## src/hdl/text_glyph_renderer_assert.svh

```systemverilog
// ----------------------------------------------------------------------------
// text_glyph_renderer_assert
// Assertion macros for the text glyph renderer, included by tgr_ctrl. Each macro
// expects signals named clk and arst_n in the including scope.
// ----------------------------------------------------------------------------
`ifndef TEXT_GLYPH_RENDERER_ASSERT_SVH
`define TEXT_GLYPH_RENDERER_ASSERT_SVH

// Consequent must hold in the same cycle as the antecedent.
`define TGR_ASSERT_SAME(label, ante, cons, msg) \
	label: assert property (@(posedge clk) disable iff (!arst_n) (ante) |-> (cons)) \
		else $error(msg);

// Consequent must hold in the cycle after the antecedent.
`define TGR_ASSERT_NEXT(label, ante, cons, msg) \
	label: assert property (@(posedge clk) disable iff (!arst_n) (ante) |=> (cons)) \
		else $error(msg);

`endif

```

## src/hdl/tgr_pkg.sv

```systemverilog
// ----------------------------------------------------------------------------
// tgr_pkg
// Types and constants shared by the text glyph renderer modules.
// ----------------------------------------------------------------------------
`default_nettype none

package tgr_pkg;

	localparam int CODE_W  = 8;
	localparam int LINE_W  = 4;
	localparam int COL_W   = 16;
	localparam int COLOR_W = 32;
	localparam int GW_W    = 4;
	localparam int GH_W    = 5;
	localparam int GS_W    = 4;
	localparam int TW_W    = 5;
	localparam int SCR_W   = 12;
	localparam int PITCH_W = 5;
	localparam int XY_W    = COL_W + PITCH_W;
	localparam int FIT_W   = XY_W + 1;
	localparam int ADDR_W  = 24;
	localparam int IDX_W   = CODE_W + GH_W + 1;
	localparam int NPIX    = 8;

	typedef logic [2:0]       cfg_idx_t;
	typedef logic [SCR_W-1:0] cfg_data_t;

	localparam cfg_idx_t REG_GLYPH_WIDTH   = 3'd0;
	localparam cfg_idx_t REG_GLYPH_HEIGHT  = 3'd1;
	localparam cfg_idx_t REG_GLYPH_SPACING = 3'd2;
	localparam cfg_idx_t REG_TAB_WIDTH     = 3'd3;
	localparam cfg_idx_t REG_SCREEN_WIDTH  = 3'd4;
	localparam cfg_idx_t REG_SCREEN_HEIGHT = 3'd5;

	localparam logic [GW_W-1:0]  RST_GLYPH_WIDTH   = 4'd8;
	localparam logic [GH_W-1:0]  RST_GLYPH_HEIGHT  = 5'd16;
	localparam logic [GS_W-1:0]  RST_GLYPH_SPACING = 4'd1;
	localparam logic [TW_W-1:0]  RST_TAB_WIDTH     = 5'd4;
	localparam logic [SCR_W-1:0] RST_SCREEN_WIDTH  = 12'd640;
	localparam logic [SCR_W-1:0] RST_SCREEN_HEIGHT = 12'd480;

	localparam logic OP_LOAD = 1'b0;
	localparam logic OP_TEXT = 1'b1;

	localparam logic [CODE_W-1:0] TAB_CODE = 8'h09;
	localparam logic [CODE_W-1:0] PRINT_LO = 8'h20;
	localparam logic [CODE_W-1:0] PRINT_HI = 8'h7E;

	typedef struct packed {
		logic                 operation;
		logic [CODE_W-1:0]    char_code;
		logic [LINE_W-1:0]    glyph_line;
		logic [NPIX-1:0]      glyph_bits;
		logic                 start_run;
		logic [COL_W-1:0]     start_col;
		logic [COL_W-1:0]     cell_row;
		logic [COLOR_W-1:0]   ink_color;
		logic [COLOR_W-1:0]   paper_color;
	} item_t;

	typedef struct packed {
		logic [ADDR_W-1:0]              pixel_address;
		logic [NPIX-1:0][COLOR_W-1:0]   pixels;
		logic                           last_line;
	} res_t;

	typedef struct packed {
		logic capture;
		logic write;
		logic calc;
		logic check;
		logic base;
		logic issue;
		logic advance;
	} cmd_t;

	typedef struct packed {
		logic is_load;
		logic draw;
		logic last_row;
	} sts_t;

endpackage

`default_nettype wire

```

## src/hdl/tgr_ctrl.sv

```systemverilog
// ----------------------------------------------------------------------------
// tgr_ctrl
// Sequencer for the renderer: steps an item through its phases and runs the
// two-stage row pipeline (font read, output register).
// ----------------------------------------------------------------------------
`default_nettype none

module tgr_ctrl (
	input  logic          clk,
	input  logic          arst_n,
	input  logic          in_valid,
	output logic          in_ready,
	output logic          out_valid,
	input  logic          out_ready,
	output tgr_pkg::cmd_t cmd,
	input  tgr_pkg::sts_t sts
);
	import tgr_pkg::*;

	localparam logic [2:0] S_IDLE  = 3'd0;
	localparam logic [2:0] S_CALC  = 3'd1;
	localparam logic [2:0] S_CHECK = 3'd2;
	localparam logic [2:0] S_BASE  = 3'd3;
	localparam logic [2:0] S_ROWS  = 3'd4;

	logic [2:0] state_q, state_d;
	logic       s1_valid_q;
	logic       out_valid_q;
	logic       accept, adv, issue;

	// A new item waits until the last font read has moved to the output register,
	// since that move still uses the current item's colors.
	assign in_ready  = (state_q == S_IDLE) && !s1_valid_q;
	assign accept    = in_valid && in_ready;
	assign adv       = s1_valid_q && (!out_valid_q || out_ready);
	assign issue     = (state_q == S_ROWS) && (!s1_valid_q || adv);
	assign out_valid = out_valid_q;

	always_comb begin
		cmd         = '0;
		cmd.capture = accept;
		cmd.write   = (state_q == S_CALC) && sts.is_load;
		cmd.calc    = (state_q == S_CALC) && !sts.is_load;
		cmd.check   = (state_q == S_CHECK);
		cmd.base    = (state_q == S_BASE);
		cmd.issue   = issue;
		cmd.advance = adv;
	end

	always_comb begin
		state_d = state_q;
		unique case (state_q)
			S_IDLE: begin
				if (accept) state_d = S_CALC;
			end
			S_CALC: begin
				state_d = sts.is_load ? S_IDLE : S_CHECK;
			end
			S_CHECK: begin
				state_d = sts.draw ? S_BASE : S_IDLE;
			end
			S_BASE: begin
				state_d = S_ROWS;
			end
			S_ROWS: begin
				if (issue && sts.last_row) state_d = S_IDLE;
			end
			default: begin
				state_d = S_IDLE;
			end
		endcase
	end

	always_ff @(posedge clk or negedge arst_n) begin
		if (!arst_n) begin
			state_q     <= S_IDLE;
			s1_valid_q  <= 1'b0;
			out_valid_q <= 1'b0;
		end else begin
			state_q <= state_d;
			if (issue) s1_valid_q <= 1'b1;
			else if (adv) s1_valid_q <= 1'b0;
			if (adv) out_valid_q <= 1'b1;
			else if (out_ready) out_valid_q <= 1'b0;
		end
	end

	`include "text_glyph_renderer_assert.svh"

	`TGR_ASSERT_NEXT(a_last_row_ends, issue && sts.last_row, (state_q == S_IDLE) && s1_valid_q, "last row issue did not end the character")
	`TGR_ASSERT_NEXT(a_row_held, s1_valid_q && out_valid_q && !out_ready, s1_valid_q && out_valid_q, "stalled glyph row was dropped")
	`TGR_ASSERT_SAME(a_pipe_empty, (state_q == S_CALC) || (state_q == S_CHECK) || (state_q == S_BASE), !s1_valid_q, "row pipeline busy while a new item is set up")

endmodule

`default_nettype wire

```

## config.mk

```make
export PLATFORM = sky130hd
export DESIGN_NAME = tgr_ctrl
export DESIGN_NICKNAME = d
export VERILOG_FILES = /design/src/hdl/tgr_pkg.sv /design/src/hdl/tgr_ctrl.sv
export VERILOG_INCLUDE_DIRS = /design/src /design/src/hdl
export SDC_FILE = /design/constraint.sdc
export NUM_CORES = 1
export LEC_CHECK = 0
export ABC_AREA = 1
export BUFFER_PORTS_ARGS = -buffer_cell sky130_fd_sc_hd__buf_2
export CORE_AREA = 2 2 39 41
export DETAILED_ROUTE_END_ITERATION = 16
export DIE_AREA = 0 0 41 43
export GPL_TIMING_DRIVEN = 0
export PLACE_DENSITY_LB_ADDON = 0.05
export SYNTH_ARGS = -nofsm -noshare
export SYNTH_HDL_FRONTEND = slang
export SYNTH_SLANG_ARGS = --single-unit
```

## constraint.sdc

```tcl
create_clock -name clk -period 2.55 [get_ports clk]
set_input_delay 0.255 -clock clk [delete_from_list [all_inputs] [get_ports clk]]
set_output_delay 0.255 -clock clk [all_outputs]
set_load 0.005 [all_outputs]
```

Yosys cells after proc, flatten, opt, wreduce, memory -nomap -nowiden
Cells that the tools add are included.

Equality and inequality tests: 6. Mux-type cells: 9. Reduce and logical (&&, ||, !) cells: 16.

Operators by type and width (number): $pmux 3 s5 (1); $logic_and 1x1->1 (7); $eq 3x2->1 const B (2); $mux 3 (2); $mux 1 (4); $mux 2 (2); $reduce_bool 2->1 (2); $eq 3x1->1 const B (1); $eq 3x3->1 const B (1); $logic_not 1->1 (3); $logic_not 3->1 (1); $logic_or 1x1->1 (2); $ne 2x1->1 const B (1); $ne 2x2->1 const B (1); $reduce_and 2->1 (1).

Register bits after elaboration: 5. Output and inout port bits: 9. Logic and storage cells: 34.

Logic depth before layout (Yosys ltp)
Gate-level depths: netlist of the first run.

Depth after elaboration: 8. Depth in mapped cells: 6. Mapped depth without buffers: 6.

Worst setup path before layout of the first run
No wires, ideal clock.

Kind: register to output. Start: register state_q[0]. End: output port cmd[1] (netlist name). Arrival time: 0.869 ns. Required time: 2.295 ns. Path slack: 1.426 ns. Cell stages (with the launch flop): 5. Buffers on the path: 1. Path through: dfrtp_1 nor2_2 nand2_2 a31oi_1 buf_4.

Longest elaborated chain between the ends: 2.

Ends and longest elaborated chain: start, declared (line tgr_ctrl.sv:26) `logic [2:0] state_q, state_d;`; start signal, assigned (line tgr_ctrl.sv:80) `state_q <= state_d;`; $eq 3x3->1 (line tgr_ctrl.sv:36) `assign issue = (state_q == S_ROWS) && (!s1_valid_q || adv);`; $logic_and 1x1->1 (line tgr_ctrl.sv:36); end, declared (line tgr_ctrl.sv:15) `output tgr_pkg::cmd_t cmd,`.

Every way passes these cells.

Final worst setup path of the first run
Start: register state_q[0]. End: output port cmd[6] (netlist name).

Longest elaborated chain between the ends: 3.

Ends and longest elaborated chain: $logic_not 3->1 (line tgr_ctrl.sv:33) `assign in_ready = (state_q == S_IDLE) && !s1_valid_q;`; $logic_and 1x1->1 (line tgr_ctrl.sv:33); $logic_and 1x1->1 (line tgr_ctrl.sv:34) `assign accept = in_valid && in_ready;`.

Every way passes these cells.

==> results.md, run 1 <==
- The run finished with clean final reports.
- Walking the worst path, the cells encountered are nor2_2, nand2_1, nor3_1, buf_4, buf_2.
- The latest clock arrival within the worst-skew pair is 0.24 ns.
- The I/O pin count is 16.
- Summed over all failing endpoints, the final setup total negative slack is 0 ns.
- The largest voltage drop on the vdd net is 411 uV.
- The DRC violation count after routing is 0.
- After the first detailed-routing iteration, the DRC count stood at 5.
- The net count of the finished layout is 70.
- The register bit total from synthesis is 5.
- In this run the tool buffered the top-level ports with 15 buffer cells.
- Entering global routing, the biggest net connects 7 pins.
- The sequential cell area is 125 um2.
- The initial core utilization is 22.3%.
- The count of cells along the worst hold path is 2.
- Summing the areas of all and, or, nand and nor instances in the mapped netlist gives 29.6% of the synthesized area.
- The die extent in y is 43 um.
- The startpoint identified for the worst hold timing path is sts[2].
- Clock tree synthesis selected as its root buffer the cell sky130_fd_sc_hd__clkbuf_4.
- The number of global-route vias before repair was 267.
- The kind of start point of the critical path is a register.
- The fraction of synthesized cell area in xor and xnor cells is 0%.
- Data on the critical path arrives at its endpoint at roughly 1.3 ns.
- The post-detailed-placement half-perimeter wirelength is 540 um.
- The final critical path takes up about three fifths of the cycle.
- By area the synthesized netlist is led by sky130_fd_sc_hd__dfrtp_1, sky130_fd_sc_hd__nand2_1, sky130_fd_sc_hd__buf_4.
- The count of hold buffers inserted by post-cts repair is 1.
- The wire length per cell after detailed routing is ~7.8 um.
- The ratio of routed vias to standard cells is 3.91.
- The total CTS buffers is 3.
- The setup slack on the worst flop-to-flop path is 1.55 ns.
- Of all nets on the critical path, the largest fanout is 4.
- The post-synthesis sequential area ratio is 40.5%.
- The critical path contains buffers and inverters numbering 2 combined.
- Derived from the worst setup path, the maximum achievable clock frequency is about 0.66 GHz.
- The total inserted antenna cells is 0.
- The total count of hold-check failures in the final report came to 0.
- The count of clock tree sinks is 5.
- The number of rows in the core area is 14.
- The classification of the worst-slack hold path is in -> reg.
- In the global route stage, overall resource usage came out at 8.90%.
- In this run the tightest slew margin relative to its limit is 86.8%.
- The full die area is roughly 1800 um2.
- In this run the power density over the cells is 1120 nW/um2.
- The area share of the largest cell type after synthesis is 40.5%.
- The post-synthesis cell type with the largest combined area is sky130_fd_sc_hd__dfrtp_1.
- The worst setup path is captured at an output pin.
- Summing the areas of all fa, ha and maj instances in the mapped netlist gives 0% of the synthesized area.
- The final critical delay including setup and external delays is 1.52 ns.
- The filler cells instantiated in the layout total 171.
- The post-route netlist has 46.8% of its cells at a drive strength greater than 1.
- The worst register-to-register path ends at state_q[0]$_DFFE_PN0P_.
- The total overflow left after global routing is 0.
- The die is 41 um wide.
- The number of antenna violations at the first check in global routing was 0.
- The count of synthesis-stage warnings from yosys is 0.
- The detailed-routing iteration count for the pre-antenna-repair pass is 5.
- The clock transition time at the flip-flop clock pins of the worst setup and hold paths is 0.04 ns.
- The total core area is ~1400 um2.
- The leakage power summed over all cells is 0.267 nW.
- The transition time of the tightest slew-check pin is 0.197 ns.
- TritonCTS built the clock tree.
- The number of buffers on the longest clock path is 2.
- Broken down by cell family, the worst path's largest delay share belongs to simple AND/OR/NAND/NOR gates.
- The number of nets still failing antenna checks after routing is 0.
- The critical path is of the reg -> out type.
- Setup repair after global routing left no endpoint under its margin.
- The synthesized netlist devotes 13.0% of its cell area to compound gates.
- Setup violations remaining at the end of the flow were counted as 0.
- In this run the cell area of the synthesized design comes to 309 um2.
- The number of nets handed over by synthesis was just under 50.
- The congestion estimate from routability-driven global placement came to around 0.7.
- On the worst path, the slowest cell contributes a delay of 0.41 ns.
- Relative to the synthesized area, the layout overhead comes to 42.5%.
- The global-route wire length before repair is 1050 um.
- The end of the worst hold path is state_q[1]$_DFFE_PN0P_.
- The least setup slack across all paths after layout is 1.03 ns.
- The count of cells resized by post-cts repair is 0.
- Dividing the synthesized area by the synthesized cell count gives 7.36 um2.
- The multiplexer fraction of the synthesized cell area is 0%.
- The gate count after technology mapping is 42.
- The reported max-cap violation count is 0.
- The largest family of logic cells by synthesized area is simple AND/OR/NAND/NOR gates.
- The total wirelength of the detailed-routed design is 609 um.
- Counting distinct cell types in the post-synthesis netlist gives 15.
- The data required time at the worst endpoint is 2.30 ns.
- The number of cells on the worst reg-to-reg path is 6.
- The worst flop-to-flop path startpoint is state_q[0]$_DFFE_PN0P_.
- The cell with the biggest individual delay on the critical path is sky130_fd_sc_hd__dfrtp_1.
- The setup fix buffers added after clock tree synthesis is 0.
- In this run the number of H-tree levels came out at 1.
- The pre-CTS setup slack is ~1.3 ns.
- The final max-slew violation count is 0.
- The clock arrives with roughly 0.0029 ns of skew.
- The routed layout has between 300 and 400 vias.
- The multi-input combinational cells in the finished layout cover a total of 131 um2.
## cell usage in the layout (no fill, tap or decap), drive strengths merged
master        n
nor3          1
nand2        10
a21oi         1
inv           8
nor2          7
o21ai         2
clkbuf        4
dfrtp         5
nand3         2
buf          18
dlygate4sd3   1
o211ai        2
a31oi         1
## synthesized netlist by cell type, drive strengths merged
library cell	number
o211ai	2
nor3	1
nor2	7
a31oi	1
buf	3
nand3	2
o21ai	2
dfrtp	5
nand2	10
a21oi	1
inv	8
## through the flow
| step | power, mW | util [%] | hold slack [ns] | instances | cell area [um2] |
|---|---|---|---|---|---|
| 2_1_floorplan | 0.318 | - | -0.0406 | 42 | 309 |
| 3_3_place_gp | 0.414 | 29.2 | 0.0747 | 73 | 404 |
| 3_5_place_dp | 0.412 | 29.2 | 0.0757 | 73 | 404 |
| 4_1_cts | 0.506 | 31.8 | 0.218 | 78 | 440 |
| 5_1_grt | 0.548 | 31.8 | 0.217 | 78 | 440 |
| 6_report | 0.492 | 31.8 | 0.222 | 78 | 440 |
## power by group
group | switching (mW) | internal (mW) | total [mW]
sequential | 0.0371 | 0.115 | 0.152
combinational | 0.132 | 0.120 | 0.251
clock | 0.0297 | 0.0590 | 0.0887
## flip-flops by register name, indices dropped and copies added, names as in the netlist
signal / count
s1_valid_q: 1
state_q: 3
out_valid: 1
## cell type report
| cell class | count | share of cell area, % |
|---|---|---|
| sequential | 5 | 28.4 |
| multi-input combinational | 26 | 29.8 |
| tap | 16 | 4.55 |
| inverter | 8 | 6.82 |
| timing repair buffer | 16 | 19.3 |
| buffer | 3 | 5.11 |
| clock buffer | 4 | 5.97 |
## layer usage
| metal | GRT usage [%] | share of wire (%) |
|---|---|---|
| met1 | 10.9 | 43 |
| met2 | 12.5 | 48 |
| met3 | 6.28 | 9.2 |
| met4 | 2.00 | 0 |
| met5 | 0 | 0 |
## worst max-delay path by stage
stage / startpoint / to / depth (start not counted)
final: state_q[0]$_DFFE_PN0P_ / cmd[6] / 5
after global routing: state_q[0]$_DFFE_PN0P_ / cmd[6] / 5
after CTS: state_q[0]$_DFFE_PN0P_ / cmd[6] / 5
after detailed placement: state_q[0]$_DFFE_PN0P_ / cmd[6] / 5
after global placement: state_q[0]$_DFFE_PN0P_ / cmd[6] / 5
after floorplan: state_q[0]$_DFFE_PN0P_ / cmd[1] / 4
## worst register-to-register path, stage by stage, from the launching register on
cell and delay [ns]:
sky130_fd_sc_hd__dfrtp_1 0.41, sky130_fd_sc_hd__nor2_2 0.18, sky130_fd_sc_hd__nand2_2 0.09, sky130_fd_sc_hd__inv_2 0.06, sky130_fd_sc_hd__nand2_2 0.06, sky130_fd_sc_hd__nand2_2 0.07
sky130_fd_sc_hd__nor2_2 0.03
## logic make-up after synthesis
group / Yosys count
AND/OR/NAND/NOR: 20
buffers and inverters: 11
AO/OA/AOI/OAI: 6
flip-flops: 5
No activity file was read; power rests on OpenSTA's default activity.
==> run 2: changes to the inputs <==
==> constraint.sdc (replaced) <==
create_clock -name clk -period 1.53 [get_ports clk]
set_input_delay 0.153 -clock clk [delete_from_list [all_inputs] [get_ports clk]]
set_output_delay 0.153 -clock clk [all_outputs]
set_load 0.005 [all_outputs]
==> run 2 against run 1 <==
  * Total power is 70% higher
  * Wire length is 0.49% lower
  * Setup slack worse by 0.89 ns
  * Core utilization is 0.36 points higher
  * Critical endpoint unchanged
==> results.md, run 2 (synthesis gave the netlist of run 1 again) <==
- Result of the run: complete, no violations (unchanged).
- The number of rows in the core area is 14 (unchanged).
- The number of antenna violations at the first check in global routing is 0 (unchanged).
- The last weighted congestion value of the routability-driven placer is 0.694 (unchanged).
- The cell with the biggest individual delay on the critical path is sky130_fd_sc_hd__dfrtp_1 (unchanged).
- The x dimension of the die is 41 um (unchanged).
- The most common library cell in the layout ignoring fill and taps is sky130_fd_sc_hd__buf_2 (unchanged).
- The worst slew slack as a fraction of its limit is 86.9% (was 86.8%).
- The maximum single-stage delay on the critical path was 0.42 ns (was 0.41 ns).
- The count of clock tree sinks is 5 (unchanged).
- The total inserted antenna cells was 0 (unchanged).
- The number of flip-flops in the largest register was 3 (unchanged).
- The combined area of the multi-input logic cells is 136 um2 (was 131 um2).
- Setup repair after global routing missed its margin: no (unchanged).
- The total overflow reported by the global router is 0 (unchanged).
- The number of cells on the worst reg-to-reg path came to 6 (unchanged).
- The maximum number of pins on one net before global-route repair is 7 (unchanged).
- The global-route wire length before repair was 1050 um (unchanged).
- The register containing the most flip-flops in the final layout is state_q (unchanged).
- The final setup TNS is 0 ns (unchanged).
- The DRC violation count after routing is 0 (unchanged).
- The classification of the worst-slack hold path is in -> reg (unchanged).
- The reported max-cap violation count is 0 (unchanged).
- The number of nets in the finished design is 70 (unchanged).
- The number of nets still failing antenna checks after routing is 0 (unchanged).
- Series of cell instances along the critical path: nor2_4, nand2_1, nor3_1, buf_4, buf_2 (was nor2_2, nand2_1, nor3_1, buf_4, buf_2).
- The number of buffers on the longest clock path is 2 (unchanged).
- Based on the critical path, the design can be clocked at up to 0.719 GHz.
- The total count of hold-check failures in the final report is 0 (unchanged).
- The I/O pin count is 16 (unchanged).
- The total number of cells along the worst setup path is 5 (unchanged).
- The data arrival time at the worst-slack endpoint was 1.24 ns (was 1.26 ns).
- For the finished layout, the period the worst path requires is 1.39 ns.
- The final clock period utilization by the worst path is 91.0%.
- The clock root buffer was sky130_fd_sc_hd__clkbuf_4 (unchanged).
- Commonest non-fill, non-tap cells in the layout: sky130_fd_sc_hd__buf_2, sky130_fd_sc_hd__nand2_1, sky130_fd_sc_hd__inv_1, sky130_fd_sc_hd__nor2_1, sky130_fd_sc_hd__dfrtp_1 (unchanged).
- The sequential cell area is 125 um2 (unchanged).
- The total design power is 0.836 mW (was 0.492 mW).
- The DRC violation total after the first TritonRoute iteration is 5 (unchanged).
- The kind of cell with the highest combined delay on the critical path was flip-flops (was simple AND/OR/NAND/NOR gates).
- The clock transition time at the flip-flop clock pins of the worst setup and hold paths is 0.04 ns (about the same).
- The total setup violations reported at the end of the flow is 0 (unchanged).
- The transition time of the tightest slew-check pin was 0.195 ns (was 0.197 ns).
- The largest voltage drop on the vdd net is 707 uV (was 411 uV).
- The data required time at the worst endpoint is 1.38 ns (was 2.30 ns).
- The nature of the critical path endpoint is an output pin (unchanged).
- The number of global-route vias before repair is 267 (unchanged).
- The buffer and inverter count on the worst path is 2 (unchanged).
- The count of input and output buffers came to 15 (unchanged).
- The area growth from synthesis to final layout is 44.1% (was 42.5%).
- The total wirelength of the detailed-routed design came to 606 um (was 609 um).
- The kind of start point of the critical path is a register (unchanged).
- The H-tree depth is 1 (unchanged).
- The total via count after detailed routing came to 306 (was 305).
- The post-detailed-placement half-perimeter wirelength is 540 um (unchanged).
- The initial core utilization is 22.3% (unchanged).
- The power per unit of standard cell area is 1880 nW/um2 (was 1120 nW/um2).
- The count of cells along the worst hold path is 2 (unchanged).
- The total core area is 1380 um2 (unchanged).
- The final max-slew violation count is 0 (unchanged).
- The setup fix buffers added after clock tree synthesis is 0 (unchanged).
- The type of the setup path with the least slack is reg -> out (unchanged).
- The share of the core filled with cells in the final layout is 32.2% (was 31.8%).
- The latest clock arrival within the worst-skew pair came to 0.24 ns (about the same).
- The global-route usage over all layers is 8.90% (unchanged).
- The fraction of final layout cells with drive strength greater than 1 is 46.8% (unchanged).
- The highest net fanout along the worst path is 4 (unchanged).
- The wire length per cell after detailed routing is 7.77 um (was 7.81 um).
- The detailed-routing iteration count for the pre-antenna-repair pass was 4 (was 5).
- The full die area came to 1760 um2 (unchanged).
- The number of inserted filler cells in the final layout came to 170 (was 171).
- The die extent in y is 43 um (unchanged).
- The total CTS buffers came to 3 (unchanged).
- The ratio of routed vias to standard cells is 3.92 (was 3.91).
- The CTS tree is built (unchanged).
- The clock tree skew after final layout is 0.00292 ns (about the same).
- The leakage power summed over all cells is 0.269 nW (was 0.267 nW).
==> run 2: cell types whose count changed in the layout (fill, tap and decap cells not counted) <==
cell | previous run | this run
sky130_fd_sc_hd__nor2_4 | 0 | 1
sky130_fd_sc_hd__nor2_2 | 2 | 1
==> run 2: worst paths after layout <==
kind	to	from	slack, ns
min in group asynchronous	out_valid$_DFFE_PN0P_	arst_n	0.25
worst max-delay path	cmd[6]	state_q[0]$_DFFE_PN0P_	0.14
max in group asynchronous	state_q[1]$_DFFE_PN0P_	arst_n	1.15
worst min-delay path	state_q[1]$_DFFE_PN0P_	sts[2]	0.12
worst max register to register	state_q[0]$_DFFE_PN0P_	state_q[0]$_DFFE_PN0P_	0.56
worst min register to register	s1_valid_q$_DFFE_PN0P_	state_q[2]$_DFFE_PN0P_	0.53
==> run 2: per-stage QoR <==
step / area [um2] / setup slack [ns] / instances / hold WS [ns]
finish: 445 / 0.138 / 78 / 0.120
global route: 445 / 0.0115 / 78 / 0.115
CTS: 440 / 0.0810 / 78 / 0.116
detailed placement: 404 / 0.340 / 73 / -0.0263
global placement: 404 / 0.336 / 73 / -0.0273
floorplan: 309 / 0.508 / 42 / -0.143
==> run 2: what timing repair did <==
item,4_1_cts,5_1_grt
hold buffers,1,0
endpoints found under the hold margin,5,0
gates resized for setup,0,1
endpoints found under the setup margin,0,2
==> run 2: worst reg2reg max path, stage by stage (launching register included) <==
cell	delay, ns
sky130_fd_sc_hd__dfrtp_1	0.42
sky130_fd_sc_hd__nor2_4	0.15
sky130_fd_sc_hd__nand2_2	0.08
sky130_fd_sc_hd__inv_2	0.05
sky130_fd_sc_hd__nand2_2	0.05
sky130_fd_sc_hd__nand2_2	0.07
sky130_fd_sc_hd__nor2_2	0.03
==> run 2: final cells by class <==
class,count,area share (%)
repair buffers,16,19.1
multi-input cells,26,30.6
flip-flops and latches,5,28.1
well taps,16,4.49
plain buffers,3,5.06
inverters,8,6.74
clock buffers,4,5.90
==> run 2: power breakdown <==
group	total, mW	leakage, nW	internal [mW]	switching (mW)
registers	0.263	0.0665	0.192	0.0709
logic	0.425	0.187	0.206	0.219
clock network	0.148	0.0150	0.0983	0.0495
==> run 2: layer usage <==
layer / wire length [um] / up-vias / global-route usage, %
li1: - / 166 / -
met1: 258 / 129 / 10.9
met2: 291 / 11 / 12.5
met3: 56 / 0 / 6.28
met4: 0 / 0 / 2.00
met5: 0 / - / 0
==> run 3: changes to the inputs <==
--- a/config.mk
+++ b/config.mk
@@ -9,6 +9,7 @@
 export ABC_AREA = 1
 export BUFFER_PORTS_ARGS = -buffer_cell sky130_fd_sc_hd__buf_2
 export CORE_AREA = 2 2 39 41
+export CTS_CLUSTER_DIAMETER = 100
 export DETAILED_ROUTE_END_ITERATION = 16
 export DIE_AREA = 0 0 41 43
 export GPL_TIMING_DRIVEN = 0
==> constraint.sdc (replaced) <==
create_clock -name clk -period 1.2 [get_ports clk]
set_input_delay 0.12 -clock clk [delete_from_list [all_inputs] [get_ports clk]]
set_output_delay 0.12 -clock clk [all_outputs]
set_load 0.005 [all_outputs]
==> run 3 against run 2 <==
  * The flow now finishes with violations (setup timing)
  * Via count grew 5.2%
  * Design area grew 7.9%
  * Combinational power is 58% higher
==> results.md, run 3 (synthesis gave the netlist of run 1 again) <==
- The post-place instance area is 404 um2 (unchanged).
- The total overflow reported by the global router was 0 (unchanged).
- Result of the run: complete, but fails checks (was complete, no violations).
- The global-route wire length before repair came to 1070 um (was 1050 um).
- The last weighted congestion value of the routability-driven placer is 0.694 (unchanged).
- The maximum number of pins on one net before global-route repair is 7 (unchanged).
- The total via count after detailed routing came to 322 (was 306).
- Commonest non-fill, non-tap cells in the layout: sky130_fd_sc_hd__buf_2, sky130_fd_sc_hd__nand2_1, sky130_fd_sc_hd__inv_1, sky130_fd_sc_hd__buf_4 (was sky130_fd_sc_hd__buf_2, sky130_fd_sc_hd__nand2_1, sky130_fd_sc_hd__inv_1, sky130_fd_sc_hd__nor2_1, sky130_fd_sc_hd__dfrtp_1).
- The total design power is 1.19 mW (was 0.836 mW).
- The clock transition time at the flip-flop clock pins of the worst setup and hold paths was 0.04 ns (about the same).
- The DRC violation total after the first TritonRoute iteration is 7 (was 5).
- The number of global-route vias before repair is 282 (was 267).
- The H-tree depth is 1 (unchanged).
- The ratio of routed vias to standard cells is 3.98 (was 3.92).
- The highest net fanout along the worst path was 2 (was 4).
- The area growth from synthesis to final layout is 55.5% (was 44.1%).
- The cell with the biggest individual delay on the critical path is sky130_fd_sc_hd__dfrtp_1 (unchanged).
- The final setup TNS is -0.127 ns (was 0 ns).
- The number of antenna violations at the first check in global routing came to 0 (unchanged).
- The CTS tree was built (unchanged).
- The sequential cell area came to 126 um2 (was 125 um2).
- The DRC violation count after routing is 0 (unchanged).
- The most common library cell in the layout ignoring fill and taps is sky130_fd_sc_hd__buf_2 (unchanged).
- The checks that failed: setup timing.
- The buffer and inverter count on the worst path was 2 (unchanged).
- The kind of start point of the critical path is a register (unchanged).
- The register containing the most flip-flops in the final layout is state_q (unchanged).
- The data required time at the worst endpoint is 1.08 ns (was 1.38 ns).
- The wire length per cell after detailed routing is 8.26 um (was 7.77 um).
- The total inserted antenna cells is 0 (unchanged).
- The number of nets still failing antenna checks after routing was 0 (unchanged).
- The data arrival time at the worst-slack endpoint is 1.18 ns (was 1.24 ns).
- The total setup violations reported at the end of the flow came to 2 (was 0).
- The kind of cell with the highest combined delay on the critical path was flip-flops (unchanged).
- The total core area is 1380 um2 (unchanged).
- The transition time of the tightest slew-check pin is 0.202 ns (was 0.195 ns).
- The classification of the worst-slack hold path is in -> reg (unchanged).
- The nature of the critical path endpoint is an output pin (unchanged).
- The leakage power summed over all cells is 0.281 nW (was 0.269 nW).
- The global-route usage over all layers was 9.10% (was 8.90%).
- The post-detailed-placement half-perimeter wirelength came to 540 um (unchanged).
- The power per unit of standard cell area came to 2470 nW/um2 (was 1880 nW/um2).
- The number of inserted filler cells in the final layout is 172 (was 170).
- The fraction of final layout cells with drive strength greater than 1 was 56.9% (was 46.8%).
- The reported max-cap violation count is 0 (unchanged).
- The latest clock arrival within the worst-skew pair was 0.24 ns (about the same).
- The clock root buffer is sky130_fd_sc_hd__clkbuf_4 (unchanged).
- The full die area came to 1760 um2 (unchanged).
- The number of rows in the core area was 14 (unchanged).
- The finished layout cell area was 480 um2 (was 445 um2).
- The largest voltage drop on the vdd net is 999 uV (was 707 uV).
- The combined area of the multi-input logic cells is 148 um2 (was 136 um2).
- The I/O pin count came to 16 (unchanged).
- The number of buffers on the longest clock path is 2 (unchanged).
- The die extent in y is 43 um (unchanged).
- The detailed-routing iteration count for the pre-antenna-repair pass is 4 (unchanged).
- The final max-slew violation count is 0 (unchanged).
- The type of the setup path with the least slack is reg -> out (unchanged).
- The final critical path takes up 109% of the cycle.
- The number of nets in the finished design is 73 (was 70).
- The total wirelength of the detailed-routed design is 669 um (was 606 um).
- The count of input and output buffers is 15 (unchanged).
- The initial core utilization was 22.3% (unchanged).
- The setup slack on the worst flop-to-flop path is 0.06 ns (was 0.56 ns).
- The least setup slack across all paths after layout is -0.104 ns (was 0.138 ns).
- Derived from the worst setup path, the maximum achievable clock frequency is 0.767 GHz.
- The total count of hold-check failures in the final report came to 0 (unchanged).
- The clock tree skew after final layout came to 0.00307 ns (was 0.00292 ns).
- The count of clock tree sinks came to 5 (unchanged).
- The worst slew slack as a fraction of its limit was 86.5% (was 86.9%).
- The x dimension of the die is 41 um (unchanged).
- Series of cell instances along the critical path: nor2_2, buf_4, nand2_2, a31oi_1, buf_2 (was nor2_4, nand2_1, nor3_1, buf_4, buf_2).
- The number of flip-flops in the largest register was 3 (unchanged).
- The maximum single-stage delay on the critical path is 0.38 ns (was 0.42 ns).
- The total CTS buffers is 3 (unchanged).
- The smallest clock period supported by the final layout is computed as about 1.3 ns.
- Setup repair after global routing missed its margin: yes (was no).
-- run 3: worst paths after layout --
| path | to | from | cells after the start |
|---|---|---|---|
| max in group asynchronous | s1_valid_q$_DFFE_PN0P_ | arst_n | 2 |
| min reg2reg | out_valid$_DFFE_PN0P_ | out_valid$_DFFE_PN0P_ | 2 |
| min in group asynchronous | out_valid$_DFFE_PN0P_ | arst_n | 2 |
| min | state_q[1]$_DFFE_PN0P_ | sts[2] | 2 |
| max reg2reg | state_q[0]$_DFFE_PN0P_ | state_q[0]$_DFFE_PN0P_ | 8 |
| max | cmd[1] | state_q[0]$_DFFE_PN0P_ | 5 |
-- run 3: cell type report --
cell class	instances	area share, %
sequential	5	26.3
multi-input combinational	26	30.7
timing repair buffer	21	25.5
tap	16	4.17
inverter	8	6.25
buffer	1	1.56
clock buffer	4	5.47
-- run 3: per-stage QoR --
| stage | hold slack (ns) | std cells | setup slack (ns) | util (%) |
|---|---|---|---|---|
| floorplan | -0.176 | 42 | 0.211 | - |
| global placement | -0.0603 | 73 | 0.0388 | 29.2 |
| detailed placement | -0.0593 | 73 | 0.0430 | 29.2 |
| CTS | 0.0810 | 79 | -0.135 | 33.4 |
| global route | 0.0803 | 81 | -0.203 | 34.7 |
| finish | 0.0851 | 81 | -0.104 | 34.7 |
-- run 3: per-layer routing --
metal / global-route usage, % / vias to the layer above / wire [um]
li1: - / 172 / -
met1: 10.5 / 139 / 284
met2: 13.4 / 11 / 328
met3: 6.28 / 0 / 56
met4: 2.00 / 0 / 0
met5: 0 / - / 0
-- run 3: what timing repair did --
| action | in CTS | in global routing |
|---|---|---|
| resized for setup | 3 | 2 |
| pin swaps | 4 | 2 |
| setup endpoints to repair | 6 | 9 |
| buffers inserted | 3 | 2 |
| hold buffers | 1 | 0 |
| endpoints found under the hold margin | 5 | 0 |
-- run 3: worst register-to-register path, stage by stage, from the launching register on --
cell	delay [ns]
sky130_fd_sc_hd__dfrtp_1	0.38
sky130_fd_sc_hd__nor2_2	0.13
sky130_fd_sc_hd__buf_4	0.12
sky130_fd_sc_hd__nand2_2	0.05
sky130_fd_sc_hd__buf_4	0.13
sky130_fd_sc_hd__inv_2	0.04
sky130_fd_sc_hd__nand2_2	0.06
sky130_fd_sc_hd__nand2_2	0.07
sky130_fd_sc_hd__nor2_2	0.03
-- run 3: report_power, final --
part,switching [mW],internal [mW]
Combinational,0.330,0.343
Sequential,0.0770,0.247
Clock,0.0633,0.125
